==> config.mk <==
export PLATFORM = sky130hd
export DESIGN_NAME = ipv4_dotted_quad_parser_flat
export DESIGN_NICKNAME = d
export VERILOG_FILES = /design/src/rtl/core/ipq_pkg.sv /design/src/rtl/core/ipq_intf.sv /design/src/rtl/core/ipq_scan.sv /design/src/rtl/core/ipq_verdict.sv /design/src/rtl/core/ipv4_dotted_quad_parser.sv /design/src/flat_wrapper.sv
export VERILOG_INCLUDE_DIRS = /design/src /design/src/rtl/core
export SDC_FILE = /design/constraint.sdc
export NUM_CORES = 1
export LEC_CHECK = 0
export BUFFER_PORTS_ARGS = -buffer_cell sky130_fd_sc_hd__buf_4
export CORE_UTILIZATION = 47
export DETAILED_ROUTE_END_ITERATION = 8
export HOLD_SLACK_MARGIN = 0.06
export PLACE_DENSITY = 0.69
export SYNTH_ARGS = -nofsm -noshare
export SYNTH_HDL_FRONTEND = slang
export SYNTH_HIERARCHICAL = 1
export SYNTH_SLANG_ARGS = --single-unit
==> constraint.sdc <==
create_clock -name clk -period 4.8 [get_ports clk]
set_clock_uncertainty 0.1 [all_clocks]
set_input_delay 0.72 -clock clk [delete_from_list [all_inputs] [get_ports clk]]
set_output_delay 0.72 -clock clk [all_outputs]
set_load 0.01 [all_outputs]
==> src/rtl/core/ipv4_dotted_quad_parser_defines.svh <==
// Assertion macros for the dotted-quad parser.
`ifndef IPV4_DOTTED_QUAD_PARSER_DEFINES_SVH
`define IPV4_DOTTED_QUAD_PARSER_DEFINES_SVH

// Same-cycle implication, disabled while in reset
`define IPQ_ASSERT_NOW(label, clk, rst_n, ante, cons) \
	label: assert property (@(posedge clk) disable iff (!(rst_n)) (ante) |-> (cons)) \
		else $error("ipq: same-cycle check failed");

// Next-cycle implication, disabled while in reset
`define IPQ_ASSERT_NEXT(label, clk, rst_n, ante, cons) \
	label: assert property (@(posedge clk) disable iff (!(rst_n)) (ante) |=> (cons)) \
		else $error("ipq: next-cycle check failed");

`endif

==> src/rtl/core/ipq_pkg.sv <==
// Types and constants shared by the dotted-quad parser.
package ipq_pkg;

	// Character codes
	localparam logic [7:0] CH_DOT  = 8'h2e;
	localparam logic [7:0] CH_ZERO = 8'h30;
	localparam logic [7:0] CH_NINE = 8'h39;

	// Part limits
	localparam logic [2:0] MAX_DIGITS    = 3'd3;
	localparam logic [2:0] DIGIT_SAT     = 3'd4;
	localparam logic [2:0] PART_SAT      = 3'd7;
	localparam logic [2:0] PARTS_NEEDED  = 3'd4;
	localparam logic [9:0] OCTET_MAX     = 10'd255;
	localparam logic [9:0] BLOCK_LIMIT   = 10'd256;
	localparam logic [8:0] BLOCK_SIZE_RST = 9'd1;

	// First format fault codes, equal to their status codes
	localparam logic [1:0] FMT_NONE      = 2'd0;
	localparam logic [1:0] FMT_TOO_LONG  = 2'd1;
	localparam logic [1:0] FMT_NON_DIGIT = 2'd2;

	typedef enum logic [2:0] {
		ST_OK         = 3'd0,
		ST_TOO_LONG   = 3'd1,
		ST_NON_DIGIT  = 3'd2,
		ST_PART_COUNT = 3'd3,
		ST_OCTET_BIG  = 3'd4,
		ST_NOT_POW2   = 3'd5,
		ST_OVERFLOW   = 3'd6
	} status_t;

	// Running parse state, also the summary handed on at the last character
	typedef struct packed {
		logic [9:0]  accum;
		logic [2:0]  digits;
		logic [2:0]  parts;
		logic [31:0] addr;
		logic [1:0]  fmt_err;
		logic        too_big;
		logic        bad;
	} parse_t;

	typedef struct packed {
		status_t     status;
		logic [31:0] base_address;
		logic [31:0] end_address;
		logic [8:0]  address_count;
	} result_t;

endpackage

==> src/rtl/core/ipq_intf.sv <==
// Stream and configuration interfaces of the dotted-quad parser.

// Character stream
interface ipq_char_if;
	logic       valid;
	logic       ready;
	logic [7:0] char_code;
	logic       is_last;

	modport source (output valid, output char_code, output is_last, input ready);
	modport sink   (input valid, input char_code, input is_last, output ready);
endinterface

// Result stream
interface ipq_res_if;
	logic        valid;
	logic        ready;
	logic [2:0]  status;
	logic [31:0] base_address;
	logic [31:0] end_address;
	logic [8:0]  address_count;

	modport source (output valid, output status, output base_address,
		output end_address, output address_count, input ready);
	modport sink   (input valid, input status, input base_address,
		input end_address, input address_count, output ready);
endinterface

// Block size write channel
interface ipq_cfg_if;
	logic       valid;
	logic       ready;
	logic [8:0] block_size;

	modport source (output valid, output block_size, input ready);
	modport sink   (input valid, input block_size, output ready);
endinterface

==> src/rtl/core/ipq_scan.sv <==
// Character scanner: keeps the per-text parse state and closes parts.
module ipq_scan (
	input  logic             clk,
	input  logic             arst_n,
	input  logic             take,
	input  logic [7:0]       char_code,
	input  logic             is_last,
	output ipq_pkg::parse_t  summary
);

	ipq_pkg::parse_t state_q;
	ipq_pkg::parse_t after_char;
	ipq_pkg::parse_t after_close;

	// Finish the current part and shift its octet in
	function automatic ipq_pkg::parse_t close_part(ipq_pkg::parse_t st);
		ipq_pkg::parse_t nx;
		nx = st;
		if (st.fmt_err == ipq_pkg::FMT_NONE) begin
			if (st.digits > ipq_pkg::MAX_DIGITS)
				nx.fmt_err = ipq_pkg::FMT_TOO_LONG;
			else if (st.bad || st.digits == 3'd0)
				nx.fmt_err = ipq_pkg::FMT_NON_DIGIT;
		end
		if (st.accum > ipq_pkg::OCTET_MAX)
			nx.too_big = 1'b1;
		nx.addr = {st.addr[23:0], st.accum[7:0]};
		if (st.parts < ipq_pkg::PART_SAT)
			nx.parts = st.parts + 3'd1;
		nx.accum  = '0;
		nx.digits = '0;
		nx.bad    = 1'b0;
		return nx;
	endfunction

	// One character: a dot closes the part, anything else counts towards it
	function automatic ipq_pkg::parse_t take_char(ipq_pkg::parse_t st, logic [7:0] c);
		ipq_pkg::parse_t nx;
		nx = st;
		if (c == ipq_pkg::CH_DOT) begin
			nx = close_part(st);
		end else begin
			if (c inside {[ipq_pkg::CH_ZERO:ipq_pkg::CH_NINE]}) begin
				// only the first three characters feed the value
				if (st.digits < ipq_pkg::MAX_DIGITS)
					nx.accum = st.accum * 10'd10 + {6'd0, c[3:0]};
			end else begin
				nx.bad = 1'b1;
			end
			if (st.digits < ipq_pkg::DIGIT_SAT)
				nx.digits = st.digits + 3'd1;
		end
		return nx;
	endfunction

	always_comb begin
		after_char  = take_char(state_q, char_code);
		after_close = close_part(after_char);
	end

	assign summary = after_close;

	// State register: cleared after the last character of each text
	always_ff @(posedge clk or negedge arst_n) begin
		if (!arst_n) begin
			state_q <= '0;
		end else if (take) begin
			if (is_last)
				state_q <= '0;
			else
				state_q <= after_char;
		end
	end

endmodule

==> src/rtl/core/ipq_verdict.sv <==
// Verdict: status priority and block range from the closed parse summary.
module ipq_verdict (
	input  ipq_pkg::parse_t  summary,
	input  logic [8:0]       block_size,
	output ipq_pkg::result_t result
);

	logic       not_pow2;
	logic [9:0] span_top;
	logic [31:0] last_addr;

	assign not_pow2  = (block_size & (block_size - 9'd1)) != 9'd0;
	assign span_top  = {2'd0, summary.addr[7:0]} + {1'b0, block_size};
	assign last_addr = summary.addr + {23'd0, block_size} - 32'd1;

	always_comb begin
		// Faults in order of precedence
		if (summary.fmt_err != ipq_pkg::FMT_NONE)
			result.status = ipq_pkg::status_t'({1'b0, summary.fmt_err});
		else if (summary.parts != ipq_pkg::PARTS_NEEDED)
			result.status = ipq_pkg::ST_PART_COUNT;
		else if (summary.too_big)
			result.status = ipq_pkg::ST_OCTET_BIG;
		else if (not_pow2)
			result.status = ipq_pkg::ST_NOT_POW2;
		else if (span_top > ipq_pkg::BLOCK_LIMIT)
			result.status = ipq_pkg::ST_OVERFLOW;
		else
			result.status = ipq_pkg::ST_OK;

		if (result.status == ipq_pkg::ST_OK) begin
			result.base_address  = summary.addr;
			result.address_count = block_size;
			result.end_address   = (block_size != 9'd0) ? last_addr : summary.addr;
		end else begin
			result.base_address  = '0;
			result.address_count = '0;
			result.end_address   = '0;
		end
	end

endmodule

==> src/rtl/core/ipv4_dotted_quad_parser.sv <==
// Top level of the dotted-quad parser: input stage, scanner, verdict, result register.
//
//  channel   | dir | fields                                         | transfer
//  char_in   | in  | char_code[7:0], is_last                        | valid & ready
//  res_out   | out | status[2:0], base_address, end_address, count  | valid & ready
//  cfg       | in  | block_size[8:0]                                | valid & ready
//
// One character per cycle sustained while results are taken; a result is presented once its last
// character has passed the input register and then the result register.
// The scan state update and the verdict adder sit between the two registers.
// Reset clears the parse state and both valid flags; block_size returns to 1.
// A stalled result holds the output; the input register still drains into it
// once it is taken, and char_in.ready falls only when both stages are full
// and the waiting result is not being taken.
`include "ipv4_dotted_quad_parser_defines.svh"

module ipv4_dotted_quad_parser (
	input  logic     clk,
	input  logic     arst_n,
	ipq_char_if.sink char_in,
	ipq_res_if.source res_out,
	ipq_cfg_if.sink  cfg
);

	logic             valid_s1;
	logic [7:0]       char_s1;
	logic             last_s1;
	logic             advance;
	logic             take;
	logic [8:0]       block_size_q;
	logic             res_valid_q;
	ipq_pkg::result_t res_q;
	ipq_pkg::parse_t  summary;
	ipq_pkg::result_t verdict;
	logic             res_failed;
	logic             res_good;
	logic             fail_cleared;
	logic             end_same_24;

	// Handshake: the input stage moves on when the result slot is free or draining
	assign advance       = !res_valid_q || res_out.ready;
	assign take          = valid_s1 && advance;
	assign char_in.ready = !valid_s1 || advance;
	assign cfg.ready     = 1'b1;

	// Block size register
	always_ff @(posedge clk or negedge arst_n) begin
		if (!arst_n)
			block_size_q <= ipq_pkg::BLOCK_SIZE_RST;
		else if (cfg.valid)
			block_size_q <= cfg.block_size;
	end

	// Input register
	always_ff @(posedge clk or negedge arst_n) begin
		if (!arst_n)
			valid_s1 <= 1'b0;
		else if (char_in.ready)
			valid_s1 <= char_in.valid;
	end

	always_ff @(posedge clk) begin
		if (char_in.valid && char_in.ready) begin
			char_s1 <= char_in.char_code;
			last_s1 <= char_in.is_last;
		end
	end

	ipq_scan u_scan (
		.clk       (clk),
		.arst_n    (arst_n),
		.take      (take),
		.char_code (char_s1),
		.is_last   (last_s1),
		.summary   (summary)
	);

	ipq_verdict u_verdict (
		.summary    (summary),
		.block_size (block_size_q),
		.result     (verdict)
	);

	// Result register
	always_ff @(posedge clk or negedge arst_n) begin
		if (!arst_n)
			res_valid_q <= 1'b0;
		else if (take && last_s1)
			res_valid_q <= 1'b1;
		else if (res_out.ready)
			res_valid_q <= 1'b0;
	end

	always_ff @(posedge clk) begin
		if (take && last_s1)
			res_q <= verdict;
	end

	assign res_out.valid         = res_valid_q;
	assign res_out.status        = res_q.status;
	assign res_out.base_address  = res_q.base_address;
	assign res_out.end_address   = res_q.end_address;
	assign res_out.address_count = res_q.address_count;

	// Terms for the checks below
	assign res_failed   = res_valid_q && (res_q.status != ipq_pkg::ST_OK);
	assign res_good     = res_valid_q && (res_q.status == ipq_pkg::ST_OK);
	assign fail_cleared = (res_q.base_address == 32'd0) && (res_q.address_count == 9'd0);
	assign end_same_24  = res_q.end_address[31:8] == res_q.base_address[31:8];

	// A failed text reports no address and no count
	`IPQ_ASSERT_NOW(a_fail_zero, clk, arst_n, res_failed, fail_cleared)
	// A good block never leaves the base's /24
	`IPQ_ASSERT_NOW(a_block_in_range, clk, arst_n, res_good, end_same_24)
	// A last character taken from the input stage always yields a result next cycle
	`IPQ_ASSERT_NEXT(a_last_gives_result, clk, arst_n, take && last_s1, res_valid_q)

endmodule

==> src/flat_wrapper.sv <==
// flat-port wrapper written by rule: the top's interface ports become plain ports
module ipv4_dotted_quad_parser_flat 
  (clk, arst_n, char_in_valid, char_in_char_code, char_in_is_last, char_in_ready, res_out_valid, res_out_status, res_out_base_address, res_out_end_address, res_out_address_count, res_out_ready, cfg_valid, cfg_block_size, cfg_ready);
  ipq_char_if char_in_i ();
  ipq_res_if res_out_i ();
  ipq_cfg_if cfg_i ();
  input  logic clk;
  input  logic arst_n;
  input wire logic [$bits(char_in_i.valid)-1:0] char_in_valid;
  input wire logic [$bits(char_in_i.char_code)-1:0] char_in_char_code;
  input wire logic [$bits(char_in_i.is_last)-1:0] char_in_is_last;
  output wire logic [$bits(char_in_i.ready)-1:0] char_in_ready;
  output wire logic [$bits(res_out_i.valid)-1:0] res_out_valid;
  output wire logic [$bits(res_out_i.status)-1:0] res_out_status;
  output wire logic [$bits(res_out_i.base_address)-1:0] res_out_base_address;
  output wire logic [$bits(res_out_i.end_address)-1:0] res_out_end_address;
  output wire logic [$bits(res_out_i.address_count)-1:0] res_out_address_count;
  input wire logic [$bits(res_out_i.ready)-1:0] res_out_ready;
  input wire logic [$bits(cfg_i.valid)-1:0] cfg_valid;
  input wire logic [$bits(cfg_i.block_size)-1:0] cfg_block_size;
  output wire logic [$bits(cfg_i.ready)-1:0] cfg_ready;
  assign char_in_i.valid = char_in_valid;
  assign char_in_i.char_code = char_in_char_code;
  assign char_in_i.is_last = char_in_is_last;
  assign char_in_ready = char_in_i.ready;
  assign res_out_valid = res_out_i.valid;
  assign res_out_status = res_out_i.status;
  assign res_out_base_address = res_out_i.base_address;
  assign res_out_end_address = res_out_i.end_address;
  assign res_out_address_count = res_out_i.address_count;
  assign res_out_i.ready = res_out_ready;
  assign cfg_i.valid = cfg_valid;
  assign cfg_i.block_size = cfg_block_size;
  assign cfg_ready = cfg_i.ready;
  ipv4_dotted_quad_parser u_core (.clk(clk), .arst_n(arst_n), .char_in(char_in_i), .res_out(res_out_i), .cfg(cfg_i));
endmodule
==> results by group, run 1 <==
Run status
  • Status: complete, but fails checks
  • Failing checks: design-rule violations, negative setup slack

Clock network
  • Clock latency on the worst-skew pair: ~430 ps
  • TritonCTS buffer count: 17
  • Clock Path Buffers: 2
  • Post-CTS Hold Fix Bufs: 0
  • H-tree depth: 4
  • Clk pin slew, worst setup/hold paths: roughly 60 ps
  • Root buf cell: clkbuf_16
  • Clk sinks: 140
  • CTS tree: built

Finish
  • FILL cells: 1331
  • Fin nets: 1181
  • Share of cells above drive strength 1: 39.2%
  • Leading cell type in the layout, fill and taps excluded: buf_4
  • Finished Layout Cells: roughly 1300
  • Final Cell Area: around 0.012 sq mm
  • Fin util: 66.7%
  • Register Area: 0.00393 sq mm
  • Multi-input gate area: 0.00517 sq mm
  • Area grow syn2layout: 37.2%
  • Diode count: 0
  • Commonest non-fill, non-tap cells in the layout: buf_4, edfxtp_1, inv_1

Floorplanning
  • Initial cell density of the core: 48.6%
  • Num ports: 102
  • Die height: about 140 microns
  • Die area: between 0.015 and 0.02 sq mm
  • Die W: 139 microns
  • Core Rows: just under 50
  • CORE AREA: 0.0182 sq mm

Run
  • Max cap viols: 0

GRT
  • First-pass GRT wire length: ~35000 microns
  • Antenna violations before repair: 0
  • Largest net degree at the start of global routing: 56
  • Vias in the first global route: 6982
  • GRT Overall Usage: 23.2%
  • GRT overflow: 0

Worst setup path
  • Kind of critical path: register to register
  • Worst endpoint required time: 4980 ps
  • CP peak stage delay: 460 ps
  • Crit path launch type: register
  • Worst path slowest cell: fa_2
  • CP Max Fanout: 5
  • WP buf/inv: 4
  • Crit path max-delay family: adder cells
  • Crit path DAT: about 5200 ps
  • Crit-path cells: ha_1 -> ha_2 -> inv_2 -> fa_2 -> nor3b_2 -> xnor2_1 -> nor2_1 -> nor3_2 -> inv_2 -> ha_4 -> inv_1 -> ha_4 -> nand2_1 -> a211o_1 -> nand4_1 -> nand4_1 -> a311oi_2 -> buf_4 -> o2111ai_4 -> a31oi_2 -> xor2_1 -> nand2_1 -> a21oi_2
  • Critical Path End Type: register

Place
  • RD Place Congestion: roughly 0.93
  • DP Cell Count: 1253
  • DPL Wire Length: 15100 microns
  • Setup WS pre-CTS: -316 ps
  • IO Port Bufs: 100
  • Placed inst area: 0.0104 sq mm

Routing
  • Violation count after the first detailed-route iteration: between 700 and 800
  • Final WL: 23400 microns
  • Via/cell ratio: between 5 and 6
  • DR DRC count: 10
  • Routed len/inst: 17.6 microns
  • Antenna Nets Post-Route: 0
  • Vias: 7582
  • Drt first pass iters: 8

Logic synthesis
  • Mapped Nets: 962
  • Gate Count Post-Synth: 870
  • Synth Area per Inst: approximately 10 sq um
  • Synthesis Warnings: 6
  • Post-Syn Area: 0.00885 sq mm

STA
  • Max-slew violations: 0
  • Final hold vios: 0
  • Crit path time final: 5030 ps
  • Setup ws final: -231 ps
  • Slew @ Worst Pin: around 800 ps
  • Fmax achieved: slightly below 200 MHz
  • Setup TNS: -1880 ps
  • Final number of setup-violating endpoints: 17
  • Slew headroom: 47.4%
  • WHS: 259 ps
  • Final period util: 105%
  • RSZ-0062 raised after global routing: yes

Min path
  • Worst hold path class: input port to async pin

Power and ir drop
  • Pleak: 5.18 nW
  • Max rail drop VDD: around 270 uV
  • PD cells: 296 mW/mm^2
  • Total power: 3.59 mW
==> where the power goes <==
group,switching [mW],leakage (nW),internal [mW]
registers,0.0525,1.55,1.34
clock network,0.512,0.296,0.820
logic,0.453,3.34,0.409
total,1.02,5.18,2.57
==> worst paths after layout <==
| check | start | end | slack, ps | cells past startpoint |
|---|---|---|---|---|
| max | u_core/u_scan/state_q[45]$_DFFE_PN0P_ | u_core/res_out.end_address[29]$_DFFE_PP_ | -230 | 23 |
| min | arst_n | u_core/u_scan/state_q[3]$_DFFE_PN0P_ | 260 | 1 |
| max reg2reg | u_core/u_scan/state_q[45]$_DFFE_PN0P_ | u_core/res_out.end_address[29]$_DFFE_PP_ | -230 | 23 |
| min reg2reg | u_core/u_scan/state_q[26]$_DFFE_PN0P_ | u_core/u_scan/state_q[26]$_DFFE_PN0P_ | 400 | 1 |
| max in group asynchronous | arst_n | u_core/u_scan/state_q[9]$_DFFE_PN0P_ | 3850 | 1 |
| min in group clk | char_in_char_code[4] | u_core/char_s1[4]$_DFFE_PP_ | 370 | 1 |
==> per-layer routing <==
metal | share of wire (%) | GRT usage (%) | up-vias | wire (microns)
li1 | - | - | 3560 | -
met1 | 44 | 30.7 | 3686 | 10400
met2 | 48 | 37.6 | 302 | 11300
met3 | 5.6 | 4.18 | 34 | 1310
met4 | 1.9 | 9.36 | 0 | 436
met5 | 0 | 0 | - | 0
==> flip-flops by register name, indices dropped and copies added, names as in the netlist <==
signal and flops:
u_core/res_out.base_address 32, u_core/u_scan/state_q 44, u_core/res_out.valid 1, u_core/res_out.address_count 9
u_core/valid_s1 1, u_core/block_size_q 9, u_core/res_out.end_address 32, u_core/res_out.status 3
u_core/char_s1 8, u_core/last_s1 1
==> timing repair <==
item / 4_1_cts / 5_1_grt
setup buffers: 34 / 10
pin swaps: 32 / 40
resized for setup: 28 / 155
endpoints found under the setup margin: 71 / 74
gates cloned: 1 / 4
==> layout make-up <==
class | count | area share [%]
clock inverters | 8 | 0.639
multi-input cells | 622 | 42.6
repair buffers | 231 | 15.3
inverters | 77 | 2.40
flip-flops and latches | 140 | 32.4
well taps | 229 | 2.36
clock buffers | 24 | 4.33
(Power assumes the default switching activity.)
==> run 2, diff against run 1 <==
--- a/config.mk
+++ b/config.mk
@@ -11,6 +11,7 @@
 export DETAILED_ROUTE_END_ITERATION = 8
 export HOLD_SLACK_MARGIN = 0.06
 export PLACE_DENSITY = 0.69
+export SETUP_SLACK_MARGIN = 0.15
 export SYNTH_ARGS = -nofsm -noshare
 export SYNTH_HDL_FRONTEND = slang
 export SYNTH_HIERARCHICAL = 1
==> run 2 against run 1 <==
Net effect: the flow still finishes with violations (design-rule violations, negative setup slack); die area did not move; final area is 0.69% higher; wire length is 1.6% higher; cell count is 1.1% lower; flip-flop and latch count did not move; clock power shrank 7%; first-iteration DRC count down 31%; non-clock buffer count fell by 12; critical path depth is 1 higher; global-route usage is 2.0 points higher; sequential power about the same; worst setup slack improved by 27 ps.
==> results by group, run 2 (synthesis results as in run 1) <==
Run status
  • Status: complete, but fails checks (unchanged)
  • Failing checks: design-rule violations, negative setup slack (unchanged)

Worst setup path
  • Worst path slowest cell: or3b_4 (was fa_2)
  • CP Max Fanout: 4 (was 5)
  • Crit path max-delay family: adder cells (unchanged)
  • Critical Path End Type: register (unchanged)
  • Worst endpoint required time: 4990 ps (was 4980 ps)
  • Reg2Reg Setup Slack: -200 ps (was -230 ps)
  • Crit path DAT: 5190 ps (was 5220 ps)
  • Crit path launch type: register (unchanged)
  • CP most frequent cell: inv_2
  • Kind of critical path: register to register (unchanged)
  • Crit-path cells: ha_1 -> ha_2 -> inv_2 -> fa_2 -> xor2_2 -> or3b_4 -> nor2_4 -> xor2_1 -> mux2i_1 -> nor2_1 -> inv_2 -> ha_4 -> inv_2 -> ha_4 -> o21a_1 -> o21ai_2 -> a2bb2oi_2 -> nand4_1 -> a311oi_2 -> o2111ai_2 -> a31oi_1 -> xor2_1 -> nand2_1 -> a21oi_2 (was ha_1 -> ha_2 -> inv_2 -> fa_2 -> nor3b_2 -> xnor2_1 -> nor2_1 -> nor3_2 -> inv_2 -> ha_4 -> inv_1 -> ha_4 -> nand2_1 -> a211o_1 -> nand4_1 -> nand4_1 -> a311oi_2 -> buf_4 -> o2111ai_4 -> a31oi_2 -> xor2_1 -> nand2_1 -> a21oi_2)
  • CP peak stage delay: 410 ps (was 460 ps)
  • R2R depth: 24 (was 23)
  • Cell count along the critical path: 24 (was 23)
  • WP buf/inv: 3 (was 4)

Floorplanning
  • Die height: 139 microns (unchanged)
  • Initial cell density of the core: 48.6% (unchanged)
  • Die W: 139 microns (unchanged)
  • CORE AREA: 0.0182 sq mm (unchanged)
  • Core Rows: 49 (unchanged)
  • Num ports: 102 (unchanged)
  • Die area: 0.0194 sq mm (unchanged)

STA
  • Max-slew violations: 0 (unchanged)
  • Setup TNS: -3540 ps (was -1880 ps)
  • Final number of setup-violating endpoints: 63 (was 17)
  • Final hold vios: 0 (unchanged)
  • RSZ-0062 raised after global routing: yes (unchanged)
  • WHS: 272 ps (was 259 ps)
  • Setup ws final: -204 ps (was -231 ps)
  • Slew @ Worst Pin: 1070 ps (was 789 ps)
  • Fmax achieved: 200 MHz (was 199 MHz)
  • Final period util: 104% (was 105%)
  • Slew headroom: 28.3% (was 47.4%)
  • Crit path time final: 5000 ps (was 5030 ps)

Routing
  • DR DRC count: 9 (was 10)
  • Vias: 7376 (was 7582)
  • Final WL: 23700 microns (was 23400 microns)
  • Via/cell ratio: 5.60 (was 5.70)
  • Routed len/inst: 18.0 microns (was 17.6 microns)
  • Violation count after the first detailed-route iteration: 498 (was 727)
  • Antenna Nets Post-Route: 0 (unchanged)
  • Drt first pass iters: 7 (was 8)

Finish
  • FILL cells: 1311 (was 1331)
  • Fin nets: 1167 (was 1181)
  • Max FFs per register: 44 (unchanged)
  • Share of cells above drive strength 1: 39.5% (was 39.2%)
  • Fin util: 67.1% (was 66.7%)
  • Area grow syn2layout: 38.2% (was 37.2%)
  • Biggest register: u_core/u_scan/state_q (unchanged)
  • Diode count: 0 (unchanged)
  • Leading cell type in the layout, fill and taps excluded: buf_4 (unchanged)
  • Commonest non-fill, non-tap cells in the layout: buf_4, edfxtp_1, inv_1 (unchanged)
  • Final Cell Area: 0.0122 sq mm (was 0.0121 sq mm)

GRT
  • Antenna violations before repair: 0 (unchanged)
  • Vias in the first global route: 7291 (was 6982)
  • Largest net degree at the start of global routing: 56 (unchanged)
  • First-pass GRT wire length: 37700 microns (was 35200 microns)
  • GRT Overall Usage: 25.2% (was 23.2%)
  • GRT overflow: 0 (unchanged)

Run
  • Max cap viols: 0 (unchanged)

Clock network
  • Clk pin slew, worst setup/hold paths: 60 ps (about the same)
  • Clk sinks: 140 (unchanged)
  • CTS tree: built (unchanged)
  • Post-CTS Hold Fix Bufs: 0 (unchanged)
  • Clock Path Buffers: 2 (unchanged)
  • H-tree depth: 4 (unchanged)
  • TritonCTS buffer count: 17 (unchanged)
  • Clock latency on the worst-skew pair: 430 ps (about the same)
  • Root buf cell: clkbuf_16 (unchanged)

Place
  • IO Port Bufs: 100 (unchanged)
  • DPL Wire Length: 15200 microns (was 15100 microns)
  • RD Place Congestion: 0.895 (was 0.933)
  • Setup WS pre-CTS: -222 ps (was -316 ps)
  • Placed inst area: 0.0104 sq mm (about the same)

Power and ir drop
  • Max rail drop VDD: 272 uV (was 274 uV)
  • PD cells: 287 mW/mm^2 (was 296 mW/mm^2)
  • Pleak: 5.20 nW (was 5.18 nW)

Min path
  • Worst hold path class: input port to async pin (unchanged)
## run 2: changes by cell type in the layout (fill, tap and decap cells not counted), sizes merged, moves of 2 or more
cell / before / now
or2: 9 / 7
clkbuf: 26 / 20
buf: 229 / 219
clkinvlp: 1 / 4
## run 2: report_power, final
part           internal, mW  total, mW  switching, mW
Clock                 0.690       1.24          0.548
Sequential             1.34       1.39         0.0500
Combinational         0.416      0.879          0.462
## run 2: layer usage
| layer | part of all wire, % | wire [microns] | global-route usage, % |
|---|---|---|---|
| met5 | 0 | 0 | 0 |
| met4 | 2.5 | 600 | 10.6 |
| met3 | 5.3 | 1260 | 5.04 |
| met2 | 47 | 11200 | 40.3 |
| met1 | 45 | 10700 | 33.5 |
## run 2: area by class of cell
class	instances	area [sq um]	area share, %
multi-input combinational	620	5220	42.7
clock buffer	20	457	3.74
sequential	140	3930	32.2
inverter	77	289	2.36
tap	229	287	2.34
clock inverter	12	88.8	0.727
timing repair buffer	219	1950	16.0
## run 2: stage by stage
stage | total power [mW] | instances
global route | 3.67 | 1317
detailed placement | 2.14 | 1249
finish | 3.51 | 1317
global placement | 2.13 | 1249
CTS | 3.46 | 1308
floorplan | 1.88 | 870
## run 2: worst paths after layout
kind | to | from
min in group clk | u_core/char_s1[5]$_DFFE_PP_ | char_in_char_code[5]
worst max-delay path | u_core/res_out.end_address[29]$_DFFE_PP_ | u_core/u_scan/state_q[43]$_DFFE_PN0P_
max in group asynchronous | u_core/u_scan/state_q[26]$_DFFE_PN0P_ | arst_n
worst max register to register | u_core/res_out.end_address[29]$_DFFE_PP_ | u_core/u_scan/state_q[43]$_DFFE_PN0P_
worst min-delay path | u_core/u_scan/state_q[41]$_DFFE_PN0P_ | arst_n
worst min register to register | u_core/u_scan/state_q[21]$_DFFE_PN0P_ | u_core/u_scan/state_q[21]$_DFFE_PN0P_
## run 2: timing repair
action / in CTS / in global routing
gates resized for setup: 155 / 64
cloned: 5 / 0
pin swaps: 76 / 37
buffers inserted: 22 / 9
setup endpoints to repair: 73 / 74
==> run 3, diff against run 2 <==
--- a/config.mk
+++ b/config.mk
@@ -14,5 +14,4 @@
 export SETUP_SLACK_MARGIN = 0.15
 export SYNTH_ARGS = -nofsm -noshare
 export SYNTH_HDL_FRONTEND = slang
-export SYNTH_HIERARCHICAL = 1
 export SYNTH_SLANG_ARGS = --single-unit
==> run 3 against run 2 <==
Net effect: the flow finishes with violations (negative setup slack); synthesized cell count up 6.8%; fmax about the same; synthesized area up 1.3%; register-to-register slack about the same; clock power up 11%; total power up 19%; first-iteration DRC count up 30%; hold slack worse by 37 ps; wire length up 9.3%; final area down 0.31%; cell count up 4.6%; critical endpoint is now u_core.res_out.end_address[11]$_SDFFCE_PP0P_; global-route usage up 0.93 points.
==> results by group, run 3 <==
Run status
  • Status: complete, but fails checks (unchanged)
  • Failing checks: negative setup slack (was design-rule violations, negative setup slack)

Logic synthesis
  • Gate Count Post-Synth: 929 (was 870)
  • Mapped Nets: 1027 (was 962)
  • Post-Syn Area: 0.00896 sq mm (was 0.00885 sq mm)
  • Number of synthesized flops with an enable pin: 85
  • Synth top area cells: edfxtp_1, dfrtp_1, ha_1
  • Synth top cells by count: nor2_1, edfxtp_1, nand2_1, inv_1, o21ai_0
  • Synth Area per Inst: 9.65 sq um (was 10.2 sq um)
  • #FFs+latches synth: 140
  • Most common cell in the netlist: nor2_1
  • Sequential share of the synthesized area: 43.8%
  • Synthesis Warnings: 0 (was 6)
  • Yosys cell types: between 70 and 80
  • Area share of the largest cell type after synthesis: 28.5%
  • Largest area contributor in the netlist: edfxtp_1
  • Async set-reset flop share out of synthesis: approximately two fifths
  • Most used DFF post-synth: edfxtp_1

Worst setup path
  • Worst endpoint required time: 4970 ps (was 4990 ps)
  • CP most frequent cell: buf_12 (was inv_2)
  • Kind of critical path: register to register (unchanged)
  • Critical Path End Type: register (unchanged)
  • Crit path from: u_core.u_scan.state_q[43]$_DFFE_PN0P_ (was u_core/u_scan/state_q[43]$_DFFE_PN0P_)
  • Crit path DAT: 5170 ps (was 5190 ps)
  • Crit-path cells: ha_4 -> and2_4 -> fa_2 -> or3_1 -> nand3_1 -> o211ai_1 -> ha_1 -> nor3_2 -> o2111ai_2 -> o311ai_2 -> o2111a_1 -> nand2_2 -> o311ai_4 -> buf_4 -> and4_4 -> o211ai_4 -> buf_12 -> buf_12 -> buf_16 -> a211oi_2 (was ha_1 -> ha_2 -> inv_2 -> fa_2 -> xor2_2 -> or3b_4 -> nor2_4 -> xor2_1 -> mux2i_1 -> nor2_1 -> inv_2 -> ha_4 -> inv_2 -> ha_4 -> o21a_1 -> o21ai_2 -> a2bb2oi_2 -> nand4_1 -> a311oi_2 -> o2111ai_2 -> a31oi_1 -> xor2_1 -> nand2_1 -> a21oi_2)
  • CP Max Fanout: 7 (was 4)
  • Capturing point of the worst reg2reg path: u_core.res_out.end_address[11]$_SDFFCE_PP0P_ (was u_core/res_out.end_address[29]$_DFFE_PP_)
  • Worst path slowest cell: dfrtp_2 (was or3b_4)
  • R2R depth: 20 (was 24)
  • Crit path launch type: register (unchanged)
  • CP peak stage delay: 470 ps (was 410 ps)
  • Reg2reg start: u_core.u_scan.state_q[43]$_DFFE_PN0P_ (was u_core/u_scan/state_q[43]$_DFFE_PN0P_)
  • Reg2Reg Setup Slack: -200 ps (about the same)

GRT
  • GRT overflow: 0 (unchanged)
  • First-pass GRT wire length: 39700 microns (was 37700 microns)
  • Busiest layer in global routing: met2 (unchanged)
  • Vias in the first global route: 7687 (was 7291)
  • GR Util met1: 32.9% (was 33.5%)
  • Met2 Use GR: 44.6% (was 40.3%)
  • Largest net degree at the start of global routing: 59 (was 56)
  • GRT Overall Usage: 26.2% (was 25.2%)
  • Antenna violations before repair: 0 (unchanged)
  • GRT met3 Usage: 4.38% (was 5.04%)

Finish
  • Share of cells above drive strength 1: 31.5% (was 39.5%)
  • Commonest non-fill, non-tap cells in the layout: buf_4, nor2_1, edfxtp_1 (was buf_4, edfxtp_1, inv_1)
  • Area grow syn2layout: 35.9% (was 38.2%)
  • Diode count: 0 (unchanged)
  • Biggest register: u_core.u_scan.state_q (was u_core/u_scan/state_q)
  • Finished Layout Cells: 1378 (was 1317)
  • Leading cell type in the layout, fill and taps excluded: buf_4 (unchanged)
  • Max FFs per register: 44 (unchanged)
  • Final Cell Area: 0.0122 sq mm (about the same)
  • Fin nets: 1229 (was 1167)

Routing
  • Via/cell ratio: 5.82 (was 5.60)
  • Vias: 8026 (was 7376)
  • Violation count after the first detailed-route iteration: 649 (was 498)
  • Routed len/inst: 18.8 microns (was 18.0 microns)
  • DR DRC count: 0 (was 9)
  • Antenna Nets Post-Route: 0 (unchanged)
  • Final WL: 25900 microns (was 23700 microns)
  • Drt first pass iters: 5 (was 7)

STA
  • Slew @ Worst Pin: 1200 ps (was 1070 ps)
  • Setup ws final: -199 ps (was -204 ps)
  • Final hold vios: 0 (unchanged)
  • RSZ-0062 raised after global routing: yes (unchanged)
  • Final period util: 104% (about the same)
  • Slew headroom: 19.8% (was 28.3%)
  • Fmax achieved: 200 MHz (about the same)
  • Final number of setup-violating endpoints: 64 (was 63)
  • WHS: 236 ps (was 272 ps)
  • Crit path time final: 5000 ps (about the same)
  • Max-slew violations: 0 (unchanged)

Place
  • DP Cell Count: 1317 (was 1249)
  • Placed inst area: 0.0107 sq mm (was 0.0104 sq mm)
  • Setup WS pre-CTS: -394 ps (was -222 ps)
  • RD Place Congestion: 0.900 (was 0.895)
  • DPL Wire Length: 16700 microns (was 15200 microns)
  • IO Port Bufs: 100 (unchanged)

Power and ir drop
  • Max rail drop VDD: 284 uV (was 272 uV)
  • PD cells: 342 mW/mm^2 (was 287 mW/mm^2)
  • Pleak: 5.59 nW (was 5.20 nW)

Floorplanning
  • Core Rows: 50 (was 49)
  • Die W: 140 microns (was 139 microns)
  • Die area: 0.0196 sq mm (was 0.0194 sq mm)
  • Die height: 140 microns (was 139 microns)
  • Num ports: 102 (unchanged)
  • CORE AREA: 0.0187 sq mm (was 0.0182 sq mm)
  • Initial cell density of the core: 47.9% (was 48.6%)

Clock network
  • Clk pin slew, worst setup/hold paths: 70 ps (was 60 ps)
  • Clock Path Buffers: 2 (unchanged)
  • TritonCTS buffer count: 17 (unchanged)
  • Clk sinks: 140 (unchanged)
  • Root buf cell: clkbuf_16 (unchanged)
  • H-tree depth: 4 (unchanged)
  • CTS tree: built (unchanged)
  • Clock latency on the worst-skew pair: 440 ps (was 430 ps)

Run
  • Max cap viols: 0 (unchanged)

Min path
  • Worst hold path class: input port to async pin (unchanged)
-- run 3: metal layers --
metal  up-vias  part of all wire (%)
li1       3750                     -
met1      3918                    42
met2       291                    49
met3        67                   5.5
met4         0                   3.7
met5         -                     0
-- run 3: cells by family after synthesis --
family | synth area share, %
AO/OA/AOI/OAI | 17.3
XOR/XNOR | 3.22
adder cells (fa/ha/maj) | 10.9
buffers and inverters | 5.25
flip-flops | 43.8
multiplexers | 3.57
other | 0.0418
AND/OR/NAND/NOR | 15.9
-- run 3: repair_timing --
action	4_1_cts	5_1_grt
pin swaps	37	27
hold buffers	0	0
cloned	3	2
buffers inserted	16	8
resized for setup	57	64
endpoints found under the setup margin	75	74
-- run 3: worst max path at each step --
stage,cells past startpoint,slack (ps),endpoint
after floorplan,18,150,u_core.res_out.end_address[29]$_SDFFCE_PP0P_
after global placement,20,-320,u_core.res_out.end_address[2]$_SDFFCE_PP0P_
after detailed placement,20,-390,u_core.res_out.end_address[2]$_SDFFCE_PP0P_
after CTS,21,0.4,u_core.res_out.end_address[11]$_SDFFCE_PP0P_
after global routing,19,-350,u_core.res_out.end_address[20]$_SDFFCE_PP0P_
final,20,-200,u_core.res_out.end_address[11]$_SDFFCE_PP0P_
-- run 3: metrics by stage --
stage	total power, mW	util (%)	TNS [ps]
finish	4.17	65.1	-5050
global route	4.35	65.1	-15070
CTS	4.00	62.9	0
detailed placement	2.41	56.9	-21080
global placement	2.39	56.9	-14130
floorplan	2.08	-	0
-- run 3: final cells by class --
class / instances / area (sq um)
Fill cell: 1401 / 6520
Multi-Input combinational cell: 681 / 5240
Sequential cell: 140 / 3930
Timing Repair Buffer: 215 / 1830
Clock buffer: 21 / 462
Tap cell: 234 / 293
Inverter: 76 / 285
Clock inverter: 11 / 144
-- run 3: power breakdown --
part / switching [mW] / internal [mW]
Sequential: 0.0445 / 1.39
Combinational: 0.711 / 0.650
Clock: 0.531 / 0.846
Total: 1.29 / 2.89
-- run 3: critical path: cells and delay by family, from the launching register on --
kind | cells | cell delay (ps)
AOI/OAI and AO/OA | 7 | 1320
adders and majority gates | 3 | 1190
buffers and inverters | 4 | 590
DFF | 1 | 470
and+or+nand+nor | 6 | 1170
